$ cat src/hw/rtl/tfn_pkg.sv
// shared types and constants for the triangle flat normal block
`timescale 1ns / 1ps
package tfn_pkg;

  localparam int LANES = 3;

  typedef struct packed {
    logic             degenerate;
    logic [LANES-1:0] neg;
  } tag_t;

endpackage

$ cat src/hw/rtl/tfn_sqrt.sv
// pipelined integer square root, one root bit per stage, three lanes
`timescale 1ns / 1ps
module tfn_sqrt #(
  parameter int F = 14
) (
  input  logic            clk,
  input  logic            rst,
  input  logic            en,
  input  logic            in_valid,
  input  logic [2*F+2:0]  in_q [tfn_pkg::LANES],
  input  tfn_pkg::tag_t   in_tag,
  output logic            out_valid,
  output logic [F+1:0]    out_root [tfn_pkg::LANES],
  output tfn_pkg::tag_t   out_tag
);
  localparam int NS  = F + 2;
  localparam int QE  = 2 * NS;
  localparam int RMW = F + 5;

  logic           vld  [NS+1];
  logic [QE-1:0]  rad  [NS+1][tfn_pkg::LANES];
  logic [RMW-1:0] rem  [NS+1][tfn_pkg::LANES];
  logic [NS-1:0]  root [NS+1][tfn_pkg::LANES];
  tfn_pkg::tag_t  tag  [NS+1];

  assign vld[0] = in_valid;
  assign tag[0] = in_tag;
  always_comb begin
    for (int i = 0; i < tfn_pkg::LANES; i++) begin
      rad[0][i]  = {1'b0, in_q[i]};
      rem[0][i]  = '0;
      root[0][i] = '0;
    end
  end

  for (genvar k = 0; k < NS; k++) begin : g_step
    logic [RMW-1:0] cur   [tfn_pkg::LANES];
    logic [RMW-1:0] trial [tfn_pkg::LANES];
    logic           take  [tfn_pkg::LANES];

    always_comb begin
      for (int i = 0; i < tfn_pkg::LANES; i++) begin
        cur[i]   = {rem[k][i][RMW-3:0], rad[k][i][QE-1:QE-2]};
        trial[i] = RMW'({root[k][i], 2'b01});
        take[i]  = cur[i] >= trial[i];
      end
    end

    always_ff @(posedge clk) begin
      if (rst) begin
        vld[k+1] <= 1'b0;
      end else if (en) begin
        vld[k+1] <= vld[k];
      end
    end

    always_ff @(posedge clk) begin
      if (en) begin
        for (int i = 0; i < tfn_pkg::LANES; i++) begin
          rem[k+1][i]  <= take[i] ? cur[i] - trial[i] : cur[i];
          root[k+1][i] <= {root[k][i][NS-2:0], take[i]};
          rad[k+1][i]  <= {rad[k][i][QE-3:0], 2'b00};
        end
        tag[k+1] <= tag[k];
      end
    end
  end

  assign out_valid = vld[NS];
  assign out_root  = root[NS];
  assign out_tag   = tag[NS];
endmodule

$ cat config.mk
export PLATFORM = sky130hd
export DESIGN_NAME = tfn_sqrt
export DESIGN_NICKNAME = d
export VERILOG_FILES = /design/src/hw/rtl/tfn_pkg.sv /design/src/hw/rtl/tfn_sqrt.sv
export SDC_FILE = /design/constraint.sdc
export NUM_CORES = 2
export LEC_CHECK = 0
export ABC_AREA = 0
export BUFFER_PORTS_ARGS = -buffer_cell sky130_fd_sc_hd__buf_2
export CAP_MARGIN = 15
export CORE_MARGIN = 2
export CORE_UTILIZATION = 37
export CTS_CLUSTER_SIZE = 30
export DETAILED_ROUTE_END_ITERATION = 8
export GPL_ROUTABILITY_DRIVEN = 0
export SYNTH_ARGS = -nofsm -noshare
export SYNTH_HDL_FRONTEND = slang
export SYNTH_SLANG_ARGS = --single-unit
$ cat constraint.sdc
create_clock -name clk -period 6.6 [get_ports clk]
set_input_delay 0.66 -clock clk [delete_from_list [all_inputs] [get_ports clk]]
set_output_delay 0.66 -clock clk [all_outputs]
set_load 0.01 [all_outputs]
==> flow_metrics.tcl <==
set metrics [dict create \
    status "completed" \
    die_h_um 486 \
    slew_violations 0 \
    drc 0 \
    layout.nets 7374 \
    drt-wirelength-per-cell_um 15.0 \
    netlist_area_sq_mm 0.0861 \
    cts_made_buffers 207 \
    synth_top_family_by_area "simple AND/OR/NAND/NOR gates" \
    max_clock_freq_mhz 298 \
    core_area_sq_mm 0.232 \
    post-route-util_pct 42.4 \
    cts_htree_levels 4 \
    grt_first_pass_wirelength_um 245000 \
    rsz0062_at_grt "no" \
    drt_pass1_iterations 7 \
    initial_core_util_pct 37.1 \
    n_fill_cell 20831 \
    wl_um 150000 \
    synthSimpleGateAreaFrac_pct 9.33 \
    async_flop_share_pct 0 \
    synth_cell_types 92 \
    die_w_um 486 \
    post-place-ws_ns 3.29 \
    path_class "reg -> reg" \
    antenna_left 0 \
    whs_ns 0.0926 \
    grt_overflow 0 \
    skew_ns 0.0545 \
    worstMarginPinSlew_ns 1.05 \
    netlist_instances 6412 \
    critPathArrivalTime_ns 3.93 \
    vdd_drop_max_mv 0.240 \
    synth-xor-area-share_pct 4.71 \
    cts_setup_buffers 0 \
    drt-vias-per-instance 4.92 \
    cts.clk_slew.worst_paths_ns 0.05 \
    drive_above_1_share_pct 9.12 \
    drt_iter0_drc 3336 \
    p_leak_uw 0.0376 \
    synth_flop_cell "edfxtp_1" \
    hold_violations 0 \
    tns_ns 0 \
    antenna_found_initial 1 \
    ys_seq_area_share_pct 66.2 \
    cts_tree "built" \
    synth_edf_count 1888 \
    critPathCaptureType "flop" \
    cp_max_fo 16 \
    startpoint_type "flop" \
    post-route-min-period_ns 3.35 \
    p_per_area_mw_per_mm2 318 \
    clock_path_buffers 3 \
    hold_class "in -> reg" \
    fp.dieArea_sq_mm 0.237 \
    cts_root_buf "clkbuf_16" \
    hpwl_um 103000 \
    synth_fa_ha_area_share_pct 6.58 \
    cp.required_ns 7.17 \
    setup_viol 0 \
    syn_area_per_cell_sq_um 13.4 \
    ys.warnings.count 0 \
    yosys-mux-area-fraction_pct 1.59 \
    ys_seq_elements 1904 \
    areaGrowthSynthToFinish_pct 14.4 \
    grt_usage_pct 12.4 \
    slew_headroom_pct 29.9 \
    worst_slack_ns 3.25 \
    via_count 49309 \
    ioPinCount 154 \
    numPortBuffers 153 \
    grt_pass1_vias 48865 \
    rows 177 \
    clock_latency_ns 0.84 \
    clkSinkCount 1904 \
    cap_violations 0 \
    synth-compound-area-share_pct 8.74 \
    finalCritPeriodShare_pct 50.8 \
    grt_max_degree 174 \
]
-- logic make-up after synthesis --
logic type      Yosys count
xor+xnor                463
fa+ha+maj               453
compound gates         1202
buf+inv                 638
mux                     126
other cells               1
simple gates           1625
flops                  1904
-- through the flow --
stage | cell area (sq um) | total power (uW) | std cells
after detailed placement | 90700 | 20100 | 9560
after global routing | 98500 | 32900 | 10031
final | 98500 | 31300 | 10031
after floorplan | 86100 | 18700 | 6414
after CTS | 98500 | 31700 | 10030
after global placement | 90700 | 19900 | 9560
-- cells in the mapped netlist, types with 29 or more instances --
| master | n | area (sq um) |
|---|---|---|
| nor2_1 | 446 | 1670 |
| clkbuf_1 | 66 | 248 |
| a211oi_1 | 46 | 345 |
| mux2_2 | 83 | 935 |
| o21a_1 | 88 | 661 |
| a21o_1 | 115 | 863 |
| or3_1 | 77 | 482 |
| xnor2_1 | 241 | 2110 |
| a21oi_1 | 364 | 1820 |
| nor2b_1 | 73 | 457 |
| nor4_1 | 66 | 413 |
| edfxtp_1 | 1888 | 56700 |
| or2_2 | 29 | 181 |
| mux2i_1 | 43 | 430 |
| nor3_1 | 171 | 856 |
| nand2b_1 | 72 | 450 |
| nand3_1 | 94 | 470 |
| ha_1 | 453 | 5670 |
| inv_1 | 550 | 2060 |
| a31oi_1 | 31 | 194 |
| o21ai_0 | 316 | 1580 |
| or4_1 | 31 | 233 |
| nand2_1 | 387 | 1450 |
| nand4_1 | 52 | 325 |
| o31ai_1 | 36 | 270 |
| xor2_1 | 222 | 1940 |
-- critical path, cell delays in order, from the launching register on --
cell	delay (ns)
edfxtp_1	0.40
ha_1	0.39
a21o_1	0.21
a211o_1	0.33
a211oi_1	0.26
nor2b_1	0.87
inv_1	0.28
mux2_2	0.35
-- registers in the layout, indices dropped and copies added (netlist names) --
| name | count |
|---|---|
| out_tag | 4 |
| out_valid | 1 |
| out_root | 48 |
| vld | 15 |
| g_step.trial | 360 |
| tag | 60 |
| rad | 630 |
| g_step.cur | 786 |
-- final timing paths --
check / startpoint / to / slack (ns) / cells after the start
min: in_q[30] / g_step[1].trial[2] / 0.09 / 1
max: g_step[8].cur[27] / g_step[9].cur[28] / 3.25 / 7
max reg2reg: g_step[8].cur[27] / g_step[9].cur[28] / 3.25 / 7
min reg2reg: tag[44] / tag[40] / 0.37 / 0
-- per-layer routing --
layer  part of all wire [%]  vias to the layer above  GRT usage [%]
met1                     46                    23350           16.1
li1                       -                    24624              -
met3                    3.9                      353           2.26
met2                     47                      982           20.7
met5                      0                        -              0
met4                    3.4                        0           4.80
-- timing repair --
action / 4_1_cts / 5_1_grt
hold endpoints to repair: 94 / 0
endpoints found under the setup margin: 0 / 0
hold buffers: 94 / 0
gates resized for setup: 0 / 0
-- cells in the final DEF, fill, tap and decap left out, drive strengths merged, types with 175 or more instances in the layout --
| master | n |
|---|---|
| a21oi | 365 |
| nor2 | 448 |
| xnor2 | 241 |
| ha | 453 |
| o21ai | 317 |
| clkbuf | 247 |
| edfxtp | 1888 |
| buf | 189 |
| inv | 561 |
| nor3 | 175 |
| nand2 | 387 |
| xor2 | 222 |
-- power breakdown --
part	switching [uW]	internal [uW]	total, uW
clock network	4730	6650	11400
registers	705	14900	15600
logic	2420	1900	4320
-- final cells by class --
| cell class | instances | area (sq um) | area share, % |
|---|---|---|---|
| diodes | 1 | 2.50 | 0.00254 |
| clock buffers | 247 | 5370 | 5.46 |
| clock inverters | 129 | 1430 | 1.45 |
| inverters | 552 | 2070 | 2.10 |
| multi-input cells | 3872 | 26700 | 27.1 |
| flip-flops and latches | 1904 | 57000 | 57.9 |
| well taps | 3043 | 3810 | 3.87 |
| repair buffers | 283 | 2100 | 2.14 |
Power figures use the tool's default switching activity.
